**src/design/ttcpg_pkg.sv**
```systemverilog
package ttcpg_pkg;

    // Fixed field widths of the item and result channels
    localparam int ROW_BITS_W   = 36;
    localparam int PATTERN_W    = 64;
    localparam int CODE_W       = 8;
    localparam int INDEX_W      = 6;
    localparam int MAXCOL_W     = 16;
    localparam int SCOUNT_W     = 7;
    localparam int CFG_DATA_W   = 16;

    // Item opcodes
    localparam logic [1:0] OP_LOAD_ROW    = 2'd0;
    localparam logic [1:0] OP_LOAD_SYMBOL = 2'd1;
    localparam logic [1:0] OP_TEXT_CHAR   = 2'd2;
    localparam logic [1:0] OP_UNUSED      = 2'd3;

    // Configuration register indexes
    localparam logic CFG_MAX_COLUMNS  = 1'b0;
    localparam logic CFG_SPRITE_COUNT = 1'b1;

    localparam logic [CODE_W-1:0] SPACE_CODE = 8'h20;

    typedef enum logic [1:0] {
        ST_OK       = 2'd0,
        ST_OVERFLOW = 2'd1,
        ST_UNKNOWN  = 2'd2
    } status_t;

    typedef enum logic [1:0] {
        K_ROW    = 2'd0,
        K_SYMBOL = 2'd1,
        K_CHAR   = 2'd2
    } kind_t;

    // Classified item, as it travels from front to back
    typedef struct packed {
        kind_t                 kind;
        logic [INDEX_W-1:0]    sprite_index;
        logic [INDEX_W-1:0]    row_index;
        logic [ROW_BITS_W-1:0] row_bits;
        logic [CODE_W-1:0]     char_code;
        logic                  first_char;
        logic                  last_char;
    } entry_t;

    typedef struct packed {
        logic [PATTERN_W-1:0] column_pattern;
        status_t              status;
        logic                 last;
    } result_t;

endpackage

```
**src/design/ttcpg_fifo.sv**
```systemverilog
module ttcpg_fifo #(
    parameter int DATA_W = 8,
    parameter int DEPTH  = 4
) (
    input  logic              clk,
    input  logic              rst_n,
    input  logic              push,
    input  logic [DATA_W-1:0] wdata,
    output logic              full,
    input  logic              pop,
    output logic [DATA_W-1:0] rdata,
    output logic              empty
);

    localparam int PTR_W = (DEPTH > 1) ? $clog2(DEPTH) : 1;
    localparam int CNT_W = $clog2(DEPTH + 1);

    logic [DATA_W-1:0] mem_reg [DEPTH];
    logic [PTR_W-1:0]  wr_ptr_reg, wr_ptr_next;
    logic [PTR_W-1:0]  rd_ptr_reg, rd_ptr_next;
    logic [CNT_W-1:0]  count_reg, count_next;
    logic              do_wr, do_rd;

    assign full  = (count_reg == CNT_W'(DEPTH));
    assign empty = (count_reg == '0);
    assign do_wr = push && !full;
    assign do_rd = pop && !empty;
    assign rdata = mem_reg[rd_ptr_reg];

    // Advance pointers and count, wrapping at the depth
    always_comb
    begin
        wr_ptr_next = wr_ptr_reg;
        rd_ptr_next = rd_ptr_reg;
        count_next  = count_reg;
        if (do_wr)
        begin
            wr_ptr_next = (wr_ptr_reg == PTR_W'(DEPTH - 1)) ? '0 : PTR_W'(wr_ptr_reg + 1'b1);
        end
        if (do_rd)
        begin
            rd_ptr_next = (rd_ptr_reg == PTR_W'(DEPTH - 1)) ? '0 : PTR_W'(rd_ptr_reg + 1'b1);
        end
        if (do_wr && !do_rd)
        begin
            count_next = CNT_W'(count_reg + 1'b1);
        end
        else if (do_rd && !do_wr)
        begin
            count_next = CNT_W'(count_reg - 1'b1);
        end
    end

    always_ff @(posedge clk or negedge rst_n)
    begin
        if (!rst_n)
        begin
            wr_ptr_reg <= '0;
            rd_ptr_reg <= '0;
            count_reg  <= '0;
        end
        else
        begin
            wr_ptr_reg <= wr_ptr_next;
            rd_ptr_reg <= rd_ptr_next;
            count_reg  <= count_next;
        end
    end

    // Hold entry storage
    always_ff @(posedge clk)
    begin
        if (do_wr)
        begin
            mem_reg[wr_ptr_reg] <= wdata;
        end
    end

endmodule

```
**src/design/ttcpg_front.sv**
```systemverilog
module ttcpg_front #(
    parameter int HEIGHT      = 64,
    parameter int MAX_SPRITES = 64,
    parameter int QUEUE_DEPTH = 4
) (
    input  logic                                  clk,
    input  logic                                  rst_n,
    input  logic                                  push,
    output logic                                  full,
    input  logic [1:0]                            opcode,
    input  logic [ttcpg_pkg::INDEX_W-1:0]         sprite_index,
    input  logic [ttcpg_pkg::INDEX_W-1:0]         row_index,
    input  logic [ttcpg_pkg::ROW_BITS_W-1:0]      row_bits,
    input  logic [ttcpg_pkg::CODE_W-1:0]          char_code,
    input  logic                                  first_char,
    input  logic                                  last_char,
    input  logic                                  q_pop,
    output logic                                  q_empty,
    output ttcpg_pkg::entry_t                     q_head
);

    ttcpg_pkg::entry_t entry;
    logic              keep;
    logic              sprite_ok;
    logic              row_ok;

    assign sprite_ok = (32'(sprite_index) < MAX_SPRITES);
    assign row_ok    = (32'(row_index) < HEIGHT);

    // Classify the item; drop out-of-range loads and unused opcodes
    always_comb
    begin
        entry.sprite_index = sprite_index;
        entry.row_index    = row_index;
        entry.row_bits     = row_bits;
        entry.char_code    = char_code;
        entry.first_char   = first_char;
        entry.last_char    = last_char;
        entry.kind         = ttcpg_pkg::K_CHAR;
        keep               = 1'b0;
        case (opcode)
            ttcpg_pkg::OP_LOAD_ROW:
            begin
                entry.kind = ttcpg_pkg::K_ROW;
                keep       = sprite_ok && row_ok;
            end
            ttcpg_pkg::OP_LOAD_SYMBOL:
            begin
                entry.kind = ttcpg_pkg::K_SYMBOL;
                keep       = sprite_ok;
            end
            ttcpg_pkg::OP_TEXT_CHAR:
            begin
                entry.kind = ttcpg_pkg::K_CHAR;
                keep       = 1'b1;
            end
            default:
            begin
                keep = 1'b0;
            end
        endcase
    end

    // Queue classified items toward the back end
    ttcpg_fifo #(
        .DATA_W ($bits(ttcpg_pkg::entry_t)),
        .DEPTH  (QUEUE_DEPTH)
    ) u_queue (
        .clk   (clk),
        .rst_n (rst_n),
        .push  (push && keep),
        .wdata (entry),
        .full  (full),
        .pop   (q_pop),
        .rdata (q_head),
        .empty (q_empty)
    );

endmodule

```
**config.mk**
```make
export PLATFORM = sky130hd
export DESIGN_NAME = ttcpg_front
export DESIGN_NICKNAME = d
export VERILOG_FILES = /design/src/design/ttcpg_pkg.sv /design/src/design/ttcpg_fifo.sv /design/src/design/ttcpg_front.sv
export SDC_FILE = /design/constraint.sdc
export NUM_CORES = 1
export LEC_CHECK = 0
export BUFFER_PORTS_ARGS = -buffer_cell sky130_fd_sc_hd__buf_2
export CORE_ASPECT_RATIO = 1.4
export CORE_MARGIN = 3
export CORE_UTILIZATION = 51
export CTS_BUF_LIST = sky130_fd_sc_hd__clkbuf_4 sky130_fd_sc_hd__clkbuf_8
export CTS_CLUSTER_DIAMETER = 80
export DETAILED_ROUTE_END_ITERATION = 8
export PLACE_DENSITY = 0.78
export SYNTH_ARGS = -nofsm -noshare
export SYNTH_HDL_FRONTEND = slang
export SYNTH_HIERARCHICAL = 1
export SYNTH_SLANG_ARGS = --single-unit
export TNS_END_PERCENT = 20
```
**constraint.sdc**
```tcl
create_clock -name clk -period 4.4 [get_ports clk]
set_input_delay 0.88 -clock clk [delete_from_list [all_inputs] [get_ports clk]]
set_output_delay 0.88 -clock clk [all_outputs]
set_load 0.02 [all_outputs]
```
### Word-level counts from Yosys, hierarchy flattened

Memory sizes are Yosys's and may differ from the RTL's.
Index checks and enable logic that the tools add are counted.

| storage, ports and cells | value |
|---|---|
| input port bits | 64 |
| RAM bits | 240 |
| word-level logic and storage cells | 34 |
| memory bits (read-only) | 0 |
| output and inout port bits | 62 |
| memories kept | 1 |
| bits in registers | 7 |
| latch bits | 0 |

| operators by class | value |
|---|---|
| equality and inequality tests | 5 |
| reduce and logical (&&, ||, !) cells | 13 |
| bitwise operators | 0 |
| shift-type cells | 0 |
| $mul | 0 |
| order comparisons | 0 |
| div/mod/pow operators | 0 |
| add/sub/neg operators | 4 |
| mux-type cells | 8 |

Memories:

| memory | words | bits a word | rd ports | clocked after memory_dff | wr ports | RTL line | RTL |
|---|---|---|---|---|---|---|---|
| u_queue.mem_reg | 4 | 60 | 1 | 0 | 1 | ttcpg_fifo.sv:18 | `logic [DATA_W-1:0] mem_reg [DEPTH];` |

Operators with widths:

| cell | count |
|---|---|
| 2-bit == test (second input constant) | 3 |
| 3-bit two-way mux | 2 |
| 1-bit logical AND | 5 |
| 2-bit by 1-bit adder with 2-bit output (second input constant) | 2 |
| 1-bit logical NOT | 4 |
| 2-bit two-way mux | 2 |
| 2-bit one-hot mux with 2 select lines | 1 |
| 3-bit by 1-bit adder with 3-bit output (second input constant) | 1 |
| 3-bit == test (second input constant) | 1 |
| 3-bit logical NOT | 1 |
| 1-bit two-way mux | 3 |
| 3-bit OR reduction | 1 |
| 3-bit by 1-bit subtractor with 3-bit output (second input constant) | 1 |
| 2-bit by 1-bit == test with 1-bit output (second input constant) | 1 |
| 2-bit logical NOT | 1 |
| 2-bit nonzero test | 1 |

### Depth between registers and ports, before layout

| depth | value |
|---|---|
| depth in word-level cells | 9 |
| gate-level depth with buffers | 8 |
| gate-level depth less buffers | 8 |

### Hierarchy

The synthesis kept the hierarchy.

Modules (own cells, without submodules):

| module | area an instance (sq um) | cells each | seq. area each (sq um) | times used |
|---|---|---|---|---|
| ttcpg_fifo | 9180.1 | 351 | 7382.1 | 1 |
| ttcpg_front | 21.3 | 3 | 0.0 | 1 |

### Worst setup path after synthesis

No wires, ideal clock.

| timing path | value |
|---|---|
| path type | in2reg |
| start | in push |
| end | mem u_queue/mem_reg[3][0] (netlist name), enable pin |
| setup slack | 0.302 ns |
| cell stages on the path | 3 |
| required time | 3.921 ns |
| buffers on the path | 0 |
| library setup time | 0.479 ns |
| arrival time | 3.619 ns |
| cells stage by stage | a21boi_2 > nand2_1 > nor2_1 |

| between the ends | value |
|---|---|
| cells in the longest elaborated chain, start to end | 4 |

Ends and longest elaborated chain:

| what | RTL line | RTL |
|---|---|---|
| start, declared | ttcpg_front.sv:8 | `input logic push,` |
| 1-bit logical AND | ttcpg_front.sv:71 | `.push (push && keep),` |
| 1-bit logical AND | ttcpg_fifo.sv:26 | `assign do_wr = push && !full;` |
| 1-bit two-way mux | ttcpg_fifo.sv:73 | `if (do_wr)` |
| 1-bit two-way mux (not written as such) | ttcpg_fifo.sv:75 | `mem_reg[wr_ptr_reg] <= wdata;` |
| end, declared | ttcpg_fifo.sv:18 |  |

No other way between the ends.

==> results.sh <==
export IMPL_power_leakage_nw=3.62
export IMPL_synth_commonest_cells="edfxtp_1, mux4_2, dfrtp_1"
export IMPL_yosysMostFrequentCell="edfxtp_1"
export IMPL_first_pass_iters=4
export IMPL_setup_viol=0
export IMPL_cts_buffers=35
export IMPL_yosysWarningCount=6
export IMPL_synth_nets=425
export IMPL_status="finished clean"
export IMPL_drcViolationCount=0
export IMPL_pre_cts_ws_ns=1.44
export IMPL_slew_violations=0
export IMPL_power_density_mw_per_mm2=648
export IMPL_num_vias=4059
export IMPL_dpl_cell_area_sq_mm=0.0100
export IMPL_antenna_left=0
export IMPL_largest_register_ffs=240
export IMPL_setup_worst_path_end_class="output port"
export IMPL_die_h_um=165
export IMPL_start_util_pct=52.4
export IMPL_overflow=0
export IMPL_fin_skew_ns=0.0277
export IMPL_cts_tree="done"
export IMPL_dp_cells=703
export IMPL_rows=57
export IMPL_wirelength_um=15800
export IMPL_rsz0062_at_grt="false"
export IMPL_layout_setup_ws_ns=0.999
export IMPL_ys_top_cells_by_area="edfxtp_1, mux4_2, dfrtp_1"
export IMPL_grt_usage_pct=16.3
export IMPL_yosysSeqAreaShare_pct=80.2
export IMPL_htreeDepth=2
export IMPL_utilization_pct=60.6
export IMPL_die_area_sq_mm=0.0197
export IMPL_area_growth_syn_to_layout_pct=15.6
export IMPL_hold_path_class="in -> async"
export IMPL_ys_types=25
export IMPL_critPathMaxFanout=39
export IMPL_synth_main_ff_cell="edfxtp_1"
export IMPL_final_nets=575
export IMPL_critical_path_required_ns=3.52
export IMPL_clk_pin_slew_ns=0.06
export IMPL_max_slew_worst_pin_slew_ns=0.960
export IMPL_synth_top_cell_by_area="edfxtp_1"
export IMPL_gp_congestion=0.692
export IMPL_fin_area_sq_mm=0.0106
export IMPL_dpl_hpwl_um=9540
export IMPL_criticalPathCategory="reg -> out"
export IMPL_post_cts_buffers=0
export IMPL_cts_hold_buf=0
export IMPL_max_vdd_ir_drop_mv=0.362
export IMPL_grt_pass1_wl_um=24600
export IMPL_ys_seq_elements=247
export IMPL_cts_resized_gates=0
export IMPL_grt_max_degree=61
export IMPL_drt_iter0_drc=261
export IMPL_coreArea_sq_mm=0.0175
export IMPL_hold_violations=0
export IMPL_slew_headroom_pct=36.0
export IMPL_postSynthAreaPerCell_sq_um=26.0
export IMPL_post_route_period_util_pct=77.3
export IMPL_tns_ns=0
export IMPL_synth_edf_count=240
export IMPL_avgViaCountPerCell=5.31
export IMPL_max_cap_violations=0
export IMPL_avgRoutedWirePerCell_um=20.7
export IMPL_synthCells=354
export IMPL_arrival_ns=2.52
export IMPL_async_flop_share_pct=2.83
export IMPL_fill_cells=1261
export IMPL_antenna_found_initial=4
export IMPL_cts_path_max_buffers=3
export IMPL_fmax_mhz=294
export IMPL_die_x_um=120
export IMPL_synth_top_area_share_pct=78.3
export IMPL_cts_root_buf="clkbuf_8"
export IMPL_critPathLaunchType="register"
export IMPL_cts_num_sinks=247
export IMPL_io_pins=126
export IMPL_fin_crit_ns=3.40
export IMPL_drive_above_1_share_pct=46.8
export IMPL_finalNonFillerCells=764
export IMPL_clk_latency_ns=0.49
export IMPL_grt_pass1_vias=4499
export IMPL_port_buffers=125
export IMPL_synth_area_sq_mm=0.00920
## path summary, 6_finish.rpt
check | from | end | slack [ns] | cells after the start
setup / recovery | u_queue/rd_ptr_reg[1] | q_head[5] | 1.0 | 3
hold / removal | rst_n | u_queue/count_reg[2] | 0.23 | 1
setup reg to reg | u_queue/count_reg[0] | u_queue/count_reg[2] | 2.20 | 7
hold reg to reg | u_queue/count_reg[2] | u_queue/count_reg[2] | 0.57 | 1
max in group asynchronous | rst_n | u_queue/rd_ptr_reg[0] | 3.98 | 1
min in group clk | u_queue/count_reg[2] | u_queue/count_reg[2] | 0.57 | 1
## layout by cell type (no fill, tap or decap)
cell type	n
clkinv_1	14
buf_12	2
nor2_4	1
clkbuf_4	8
mux4_2	60
nor3_1	2
nor2b_4	1
edfxtp_1	240
mux2_1	1
inv_1	3
dfrtp_4	1
clkbuf_8	35
buf_2	125
o31ai_2	1
fa_1	1
xor2_1	2
a21boi_2	1
buf_4	1
dfrtp_1	5
dfrtp_2	1
nand2_1	1
diode_2	2
a21o_1	1
nor3b_4	1
nor2b_1	1
clkinvlp_4	1
mux2_2	1
clkinv_2	1
xnor2_1	1
mux2_4	2
ha_1	6
and2_4	3
nor2_1	2
## routing by layer
metal / GRT usage [%] / wire [um] / share of wire (%)
met1: 19.0 / 5680 / 36
met2: 29.4 / 8710 / 55
met3: 3.84 / 955 / 6.1
met4: 6.57 / 412 / 2.6
met5: 0 / 21 / 0.13
## layout make-up
| cell class | count | area (sq um) | area share [%] |
|---|---|---|---|
| Sequential cell | 247 | 7390 | 69.5 |
| Multi-Input combinational cell | 89 | 1650 | 15.6 |
| Timing Repair Buffer | 128 | 673 | 6.33 |
| Clock buffer | 43 | 542 | 5.10 |
| Tap cell | 236 | 295 | 2.78 |
| Clock inverter | 16 | 65.1 | 0.612 |
| Inverter | 3 | 11.3 | 0.106 |
| Antenna cell | 2 | 5.00 | 0.0471 |
## stage by stage
step                      hold WS, ns  power, W
final                           0.232   0.00689
after global routing            0.195   0.00724
after CTS                       0.214   0.00701
after detailed placement        0.555   0.00543
after global placement          0.517   0.00535
after floorplan                 0.501   0.00484
## cell families (layout without fill, tap and decap cells)
group | count (synthesis) | after routing | synth area share (%)
compound gates | 3 | 3 | 0.340
xor+xnor | 3 | 3 | 0.286
fa+ha+maj | 7 | 7 | 1.03
buf+inv | 18 | 190 | 1.96
flops | 247 | 247 | 80.2
mux | 64 | 64 | 15.3
other cells | 0 | 2 | 0
simple gates | 12 | 12 | 0.897
## power by group
part / internal, W / leakage [nW] / switching [W] / total (W)
sequential: 0.00300 / 2.27 / 0.000273 / 0.00327
combinational: 0.000910 / 1.04 / 0.00113 / 0.00204
clock: 0.000805 / 0.314 / 0.000764 / 0.00157
total: 0.00472 / 3.62 / 0.00217 / 0.00689
## worst max-delay path: stages, from the launching register on
cell     delay (ns)
dfrtp_2        1.00
buf_4          0.50
mux4_2         0.38
buf_2          0.18
(Power assumes the default switching activity.)
