File: src/design/ttcpg_fifo.sv
module ttcpg_fifo #(
    parameter int DATA_W = 8,
    parameter int DEPTH  = 4
) (
    input  logic              clk,
    input  logic              rst_n,
    input  logic              push,
    input  logic [DATA_W-1:0] wdata,
    output logic              full,
    input  logic              pop,
    output logic [DATA_W-1:0] rdata,
    output logic              empty
);

    localparam int PTR_W = (DEPTH > 1) ? $clog2(DEPTH) : 1;
    localparam int CNT_W = $clog2(DEPTH + 1);

    logic [DATA_W-1:0] mem_reg [DEPTH];
    logic [PTR_W-1:0]  wr_ptr_reg, wr_ptr_next;
    logic [PTR_W-1:0]  rd_ptr_reg, rd_ptr_next;
    logic [CNT_W-1:0]  count_reg, count_next;
    logic              do_wr, do_rd;

    assign full  = (count_reg == CNT_W'(DEPTH));
    assign empty = (count_reg == '0);
    assign do_wr = push && !full;
    assign do_rd = pop && !empty;
    assign rdata = mem_reg[rd_ptr_reg];

    // Advance pointers and count, wrapping at the depth
    always_comb
    begin
        wr_ptr_next = wr_ptr_reg;
        rd_ptr_next = rd_ptr_reg;
        count_next  = count_reg;
        if (do_wr)
        begin
            wr_ptr_next = (wr_ptr_reg == PTR_W'(DEPTH - 1)) ? '0 : PTR_W'(wr_ptr_reg + 1'b1);
        end
        if (do_rd)
        begin
            rd_ptr_next = (rd_ptr_reg == PTR_W'(DEPTH - 1)) ? '0 : PTR_W'(rd_ptr_reg + 1'b1);
        end
        if (do_wr && !do_rd)
        begin
            count_next = CNT_W'(count_reg + 1'b1);
        end
        else if (do_rd && !do_wr)
        begin
            count_next = CNT_W'(count_reg - 1'b1);
        end
    end

    always_ff @(posedge clk or negedge rst_n)
    begin
        if (!rst_n)
        begin
            wr_ptr_reg <= '0;
            rd_ptr_reg <= '0;
            count_reg  <= '0;
        end
        else
        begin
            wr_ptr_reg <= wr_ptr_next;
            rd_ptr_reg <= rd_ptr_next;
            count_reg  <= count_next;
        end
    end

    // Hold entry storage
    always_ff @(posedge clk)
    begin
        if (do_wr)
        begin
            mem_reg[wr_ptr_reg] <= wdata;
        end
    end

endmodule

File: config.mk
export PLATFORM = sky130hd
export DESIGN_NAME = ttcpg_fifo
export DESIGN_NICKNAME = d
export VERILOG_FILES = /design/src/design/ttcpg_fifo.sv
export SDC_FILE = /design/constraint.sdc
export NUM_CORES = 1
export LEC_CHECK = 0
export BUFFER_PORTS_ARGS = -buffer_cell sky130_fd_sc_hd__buf_2
export CORE_ASPECT_RATIO = 0.6
export CORE_UTILIZATION = 45
export DETAILED_ROUTE_END_ITERATION = 12
export HOLD_SLACK_MARGIN = 0.1
export SYNTH_ARGS = -nofsm -noshare
export SYNTH_HDL_FRONTEND = slang
export SYNTH_SLANG_ARGS = --single-unit
export TNS_END_PERCENT = 50
File: constraint.sdc
create_clock -name clk -period 3.8 [get_ports clk]
set_clock_uncertainty 0.05 [all_clocks]
set_input_delay 0.19 -clock clk [delete_from_list [all_inputs] [get_ports clk]]
set_output_delay 0.19 -clock clk [all_outputs]
set_load 0.03 [all_outputs]
==> After elaboration in Yosys (flattened, before gate mapping) <==
Memories as Yosys holds them, arrays and structs flattened.
Index checks and enable logic that the tools add are counted.
{ "totals": {"ram_bits": 32, "elab_cells": 27, "inputBits": 12, "out_inout_bits": 10, "regBits": 7, "mem_count": 1} }
{ "op_classes": {"n_reduce_logical": 10, "addsub": 4, "n_eq_ne": 3, "muxes": 6} }
{ "memory_table": {"columns": ["name", "words", "width", "rd", "rd_clocked_by_memory_dff", "write_ports", "line_no", "text"], "rows": [
  ["mem_reg", 4, 8, 1, 0, 1, "18", "logic [DATA_W-1:0] mem_reg [DEPTH];"]
]} }
{ "ops": {"columns": ["cell", "n"], "rows": [
  ["two-way mux 3 bit", 2],
  ["adder 2 x 1 -> 2 bit, second input constant", 2],
  ["equality test 2 bit, second input constant", 2],
  ["logical AND 1 bit", 4],
  ["logical NOT 1 bit", 4],
  ["two-way mux 2 bit", 2],
  ["adder 3 x 1 -> 3 bit, second input constant", 1],
  ["equality test 3 bit, second input constant", 1],
  ["logical NOT 3 bit", 1],
  ["subtractor 3 x 1 -> 3 bit, second input constant", 1],
  ["two-way mux 1 bit", 2],
  ["nonzero test 2 bit", 1]
]} }

==> Depth between registers and ports, before layout <==
Gate-level depths: netlist of run 1.
{ "logic_depth": {"word_depth": 7, "ltp_mapped": 9, "depth_no_buf": 8} }

==> Worst setup path after synthesis of run 1 <==
Ideal clock, no wire load.
{ "synth_path": {"path_type": "register -> register", "start": "register count_reg[0]", "end": "register count_reg[2]", "setup_ns": 0.079, "synth_period_minus_slack_ns": 2.589, "stages_incl_launch_ff": 9, "required_time_ns": 3.671, "t_arrival_ns": 2.460, "path_buffers": 0, "path_slack_ns": 1.211, "cell_sequence": "dfrtp_1 -> nor3_1 -> nand2b_4 -> ha_1 -> inv_1 -> fa_1 -> xor2_1 -> nor2_1 -> xor2_1"} }
{ "synth_via": {"elab_chain_cells": 6, "elab_cells_between_ends": 15, "cone_classes": "add/sub: 2; eq/ne: 1; mux: 2; reduce/logical: 10"} }
{ "synth_lines": {"columns": ["element", "line_no", "text"], "rows": [
  ["start, declared", "21", "logic [CNT_W-1:0] count_reg, count_next;"],
  ["start signal, assigned", "66", "count_reg <= count_next;"],
  ["logical NOT 3 bit *", "25", "assign empty = (count_reg == '0);"],
  ["net empty", "12", "output logic empty"],
  ["logical NOT 1 bit *", "27", "assign do_rd = pop && !empty;"],
  ["logical AND 1 bit *", "27", null],
  ["logical NOT 1 bit", "44", "if (do_wr && !do_rd)"],
  ["logical AND 1 bit", "44", null],
  ["two-way mux 3 bit / nonzero test 2 bit (equally long branches)", null, null]
]} }
The timed path passes the listed nets; every way through them passes the cells marked *. The select of a mux whose other input is x is not followed.
A chain may end at the register's enable or synchronous reset.

==> Worst setup path in the final report of run 1 <==
{ "layout_path": {"start": "register count_reg[0]", "end": "register count_reg[2]"} }
{ "layout_via": {"elab_chain_cells": 6, "elab_cells_between_ends": 15, "cone_classes": "add/sub: 2; eq/ne: 1; mux: 2; reduce/logical: 10"} }
{ "layout_lines": {"columns": ["element"], "rows": [
  ["branches (longest 6 deep; another with subtractor 3 x 1 -> 3 bit)"]
]} }
Several ways; the timed one is not identified. The select of a mux whose other input is x is not followed.

==> results of run 1 <==
per-layer routing:
| layer | global-route usage, % | up-vias |
|---|---|---|
| met5 | 0 | - |
| met4 | 6.36 | 0 |
| met1 | 20.9 | 390 |
| met2 | 23.1 | 14 |
| met3 | 5.66 | 4 |
| li1 | - | 367 |
how the worst max path moves through the flow:
stage                                         from                       end  slack, ps  depth (start not counted)
after detailed placement  count_reg[1]$_DFFE_PN0P_  count_reg[2]$_DFFE_PN0P_       1730                          8
after global placement    count_reg[0]$_DFFE_PN0P_  count_reg[2]$_DFFE_PN0P_       1770                          8
final                     count_reg[0]$_DFFE_PN0P_  count_reg[2]$_DFFE_PN0P_       1720                          8
after CTS                 count_reg[0]$_DFFE_PN0P_  count_reg[2]$_DFFE_PN0P_       1710                          8
after global routing      count_reg[1]$_DFFE_PN0P_  count_reg[2]$_DFFE_PN0P_       1560                          8
after floorplan           count_reg[0]$_DFFE_PN0P_  count_reg[2]$_DFFE_PN0P_       1210                          8
cells in the mapped netlist:
cell type,number
and2_2,4
xnor2_1,1
nor3b_4,1
buf_6,1
buf_2,1
buf_1,1
nor3_1,1
mux4_2,8
mux2_4,2
inv_1,3
xor2_1,2
dfrtp_1,7
ha_1,6
nor2_1,3
mux2_2,3
fa_1,1
nor2b_2,1
nand2b_4,1
edfxtp_1,32
where the power goes:
part | switching [mW] | internal [mW]
sequential | 0.103 | 0.579
combinational | 0.291 | 0.256
clock | 0.124 | 0.130
total | 0.518 | 0.966
timing repair:
item	CTS	global route
hold buffers	9	0
endpoints found under the setup margin	0	0
setup buffers	0	0
hold endpoints to repair	39	0
per-stage QoR:
step	total power [mW]	hold slack [ps]	setup WS, ps
after floorplan	1.11	-156	1210
after global placement	1.23	-14.3	1770
after detailed placement	1.24	-12.3	1730
after CTS	1.51	211	1710
after global routing	1.58	229	1560
final	1.48	220	1720
worst register-to-register path: stages, from the launching register on:
cell and delay (ps):
dfrtp_1 460, nor3_1 270, nand2b_4 190, ha_1 180, inv_1 60, fa_1 370, xor2_1 150, nor2_1 110
xor2_1 150
cells by family (layout without fill, tap and decap cells):
kind of cell / Yosys count / count (layout) / share of synthesized area (%)
buf+inv: 6 / 41 / 1.93
fa+ha+maj: 7 / 7 / 5.87
simple gates: 11 / 11 / 5.41
mux: 13 / 13 / 15.1
xor+xnor: 3 / 3 / 1.62
flops: 39 / 39 / 70.1
area by class of cell:
class,instances,area share [%]
inverters,3,0.583
well taps,45,2.91
flip-flops and latches,39,58.8
repair buffers,30,10.1
clock buffers,8,4.15
multi-input cells,34,23.4
==> metrics.yaml, run 1 <==
fillers: 248
rows: 16
post-synth-top-area-cell: "edfxtp_1"
r2r-start: "count_reg[0]$_DFFE_PN0P_"
ant_nets: 0
critical_path.cell_chain: "nor3_1 > nand2b_4 > ha_1 > inv_1 > fa_1 > xor2_1 > nor2_1 > xor2_1"
gp_congestion: 0.731
slew_headroom_pct: 60.7
drc: 0
area_delta_synth_final_pct: 19.2
start_util_pct: 48.5
rsz0062_at_grt: "false"
die_w_um: 79.5
h-tree-depth: 2
hp-class: "input port to asynchronous set/reset pin"
synthesis.nets: 98
ys_ff_latch: 39
grt_pass1_vias: 814
reg2reg_depth: 8
fmax_mhz: 482
critPathCaptureType: "register"
synth_warnings: 0
nets: 132
core_area_mm2: 0.00334
dp_hpwl_um: 1740
dr_total_vias: 775
route.met2.wl_um: 1130
seq_area_mm2: 0.00114
wl_per_cell_um: 15.6
largest_reg_flops: 32
drt_wl_total_um: 2490
worst_path_max_delay_cell: "dfrtp_1"
crit_top_cell: "xor2_1"
period_needed_ps: 2080
layoutNonFillerInstCount: 159
worst_ep_required_time_ps: 3950
crit_family: "simple AND/OR/NAND/NOR gates"
clockBufferDepth: 2
cts_tree: "built"
r2r_end: "count_reg[2]$_DFFE_PN0P_"
drt-met1-wl_um: 1220
synthTopCellsByArea: "edfxtp_1, mux4_2, dfrtp_1"
root_buffer: "clkbuf_8"
final_cell_mix: "edfxtp_1, buf_2, dlygate4sd3_1"
fin_crit_sh_pct: 54.6
clk_pin_slew_worst_paths_ps: 70
gr-usage-all-layers_pct: 15.6
io_buffers: 21
syn_area_mm2: 0.00162
startpoint_type: "register"
post-route-util_pct: 57.8
finalHoldViolCount: 0
grt_pass1_wl_um: 4050
slowest_delay_ps: 460
highest_layer: "met4"
finalSetupTns_ps: 0
final_common_cell: "edfxtp_1"
dieArea_mm2: 0.00385
critPathKind: "register to register"
finalSetupViolCount: 0
drive_gt1_share_pct: 40.4
outcome: "completed"
wl_met3_um: 99
yosysTopAreaCellShare_pct: 59.3
placed_cells: 142
synth.avg_cell_area_um2: 20.5
grt_antenna_before_repair: 0
cts_resized: 0
multi_input_comb_area_um2: 453
drtIter0Drc: 31
power_density_mw_per_mm2: 768
cp_max_fo: 4
drv_cap: 0
n_antenna_cell: 0
die_y_um: 48.5
reg2reg_slack_ps: 1720
cts_buffers: 5
grt_overflow: 0
firstDrtPassIters: 4
cp_data_arrival_time_ps: 2230
slew_violations: 0
p_leak_nw: 0.731
clock-sinks: 39
io_pins: 22
dpl_cell_area_mm2: 0.00176
synthCells: 79
cp.buffers_inverters: 1
worstMarginPinSlew_ps: 590
seq_area_frac_synth_pct: 70.1
stdcell_area_mm2: 0.00193
avgViaCountPerCell: 4.87
irDropWorstVdd_mv: 0.341
clk_latency_ps: 280
synth_cell_types: 19
grt_max_degree: 12
(Power assumes the default switching activity.)
==> inputs of run 2 (changes only) <==
- PLACE_DENSITY: default -> 0.67
- clock period: 3.8 -> 1.69 ns (I/O delays scaled with it)
==> run 2 against run 1 <==
Compared with the run above: the flow now finishes with violations (negative setup slack); wire length grew 12%; combinational power grew to 2.9 times the previous value; hold slack lost 44 ps; critical path type unchanged; power grew to 2.5 times the previous value; sequential cell count is the same; clock-buffer cell count shrank 1; sequential share of layout area shrank 4.5 points; via count grew 7.5%; worst setup slack lost 1900 ps; register-to-register slack lost 1900 ps; first-iteration DRC count grew 23%; die area is the same.
==> metrics.yaml, run 2 (synthesis results as in run 1) <==
finalSetupViolCount: 2  # +2
swShare_pct: 34.6  # -0.27 points
grt_pass1_wl_um: 4490  # +11%
cts_buffers: 5  # unchanged
power_density_mw_per_mm2: 1770  # +130%
post-place-ws_ps: -191  # -1930 ps
critPathLaunch: "count_reg[2]$_DFFE_PN0P_"
fin_crit_sh_pct: 110  # +56 points
die_w_um: 79.5  # unchanged
clock-sinks: 39  # unchanged
r2r-start: "count_reg[2]$_DFFE_PN0P_"
grt_antenna_before_repair: 0  # unchanged
h-tree-depth: 2  # unchanged
drtIter0Drc: 38  # +23%
cp_data_arrival_time_ps: 2030  # -200 ps
start_util_pct: 48.5  # unchanged
setup_slack_ps: -174  # -1900 ps
hp-class: "input port to register"
drc: 0  # unchanged
nets: 145  # +9.8%
route.met2.wl_um: 1320  # +17%
slew_violations: 0  # unchanged
stdcell_area_mm2: 0.00210  # +8.6%
rows: 16  # unchanged
firstDrtPassIters: 4  # unchanged
power.share.clock_pct: 16.1  # -1.0 points
dr_total_vias: 833  # +7.5%
period_needed_ps: 1860  # -213 ps
power.switching_mw: 1.29  # +150%
wl_per_cell_um: 16.2  # +3.5%
p_leak_nw: 0.809  # +11%
fmax_mhz: 537  # +11%
violations: "negative setup slack"
holdWs_ps: 175  # -44.4 ps
io_buffers: 21  # unchanged
worstMarginPinSlew_ps: 441  # -148 ps
largest_reg_flops: 32  # unchanged
combPwrFrac_pct: 43.4  # +6.5 points
wl_met3_um: 137  # +38%
area_delta_synth_final_pct: 29.5
dpl_cell_area_mm2: 0.00186  # +5.5%
finalSetupTns_ps: -332  # -332 ps
slew_headroom_pct: 70.6  # +9.9 points
startpoint_type: "register"
grt_max_degree: 12  # unchanged
critPathKind: "register to register"
n_antenna_cell: 0  # unchanged
internal-power_mw: 2.43  # +150%
dp_hpwl_um: 1850  # +6.4%
cp_max_fo: 3  # -1
highest_layer: "met4"
clk_pin_slew_worst_paths_ps: 70  # about the same
p_seq_share_pct: 40.6  # -5.4 points
placed_cells: 150  # +5.6%
worst_ep_required_time_ps: 1860  # -2090 ps
clockBufferDepth: 2  # unchanged
cts_tree: "built"
avgViaCountPerCell: 4.84  # -0.64%
min_from: "pop"
drive_gt1_share_pct: 50.4  # +10 points
io_pins: 22  # unchanged
irDropWorstVdd_mv: 0.815  # +140%
root_buffer: "clkbuf_8"
grt_pass1_vias: 870  # +6.9%
finalHoldViolCount: 0  # unchanged
drt_wl_total_um: 2780  # +12%
critPathCaptureType: "register"
core_area_mm2: 0.00334  # unchanged
grt_overflow: 0  # unchanged
ant_nets: 0  # unchanged
layoutNonFillerInstCount: 172  # +8.2%
outcome: "complete, but fails checks"
final_common_cell: "edfxtp_1"
dieArea_mm2: 0.00385  # unchanged
final_cell_mix: "edfxtp_1, buf_2, dlygate4sd3_1"
drv_cap: 0  # unchanged
die_y_um: 48.5  # unchanged
rsz0062_at_grt: "true"
gp_congestion: 0.733  # +0.27%
gr-usage-all-layers_pct: 17.0  # +1.4 points
drt-met1-wl_um: 1280  # +4.9%
clk_latency_ps: 290  # about the same
==> run 2: layout make-up <==
type,instances,area (µm²)
multi-input combinational,34,484
clock buffer,7,76.3
tap,45,56.3
timing repair buffer,43,327
inverter,3,11.3
sequential,39,1140
clock inverter,1,5.00
fill,242,1240
==> run 2: metrics by stage <==
step	power, mW	utilization (%)
detailed placement	3.00	55.6
global route	3.94	62.8
global placement	2.96	55.6
finish	3.72	62.8
CTS	3.71	62.6
floorplan	2.53	-
==> run 2: final timing paths <==
path / slack, ps / end / cells after the start
worst max-delay path: -170 / count_reg[2]$_DFFE_PN0P_ / 8
min in group asynchronous: 600 / count_reg[0]$_DFFE_PN0P_ / 3
max in group asynchronous: 80 / count_reg[1]$_DFFE_PN0P_ / 4
worst max register to register: -170 / count_reg[2]$_DFFE_PN0P_ / 8
worst min register to register: 540 / wr_ptr_reg[1]$_DFFE_PN0P_ / 1
worst min-delay path: 180 / count_reg[0]$_DFFE_PN0P_ / 4
==> run 2: routing by layer <==
metal  vias to the layer above  GRT usage (%)
met3                         7           6.79
met5                         -              0
met1                       413           22.8
met4                         0           4.55
li1                        395              -
met2                        18           25.9
==> run 2: repair_timing <==
item | in CTS | in global routing
hold endpoints to repair | 39 | 0
endpoints found under the setup margin | 5 | 42
resized for setup | 7 | 6
pin swaps | 3 | 2
hold buffers | 11 | 0
buffers inserted | 4 | 1
==> run 2: power groups by stage <==
stage | registers, mW | clock network (mW) | logic, mW
after floorplan | 1.44 | 0 | 1.09
after detailed placement | 1.52 | 0 | 1.48
final | 1.51 | 0.597 | 1.61
after CTS | 1.50 | 0.611 | 1.60
after global routing | 1.54 | 0.661 | 1.74
after global placement | 1.51 | 0 | 1.45
==> run 2: critical path: stages (launching register included) <==
cell	delay, ps
dfrtp_1	430
nor3b_4	180
nor2b_2	190
ha_4	170
inv_2	30
fa_2	320
xor2_1	140
nor2_1	120
xor2_1	150
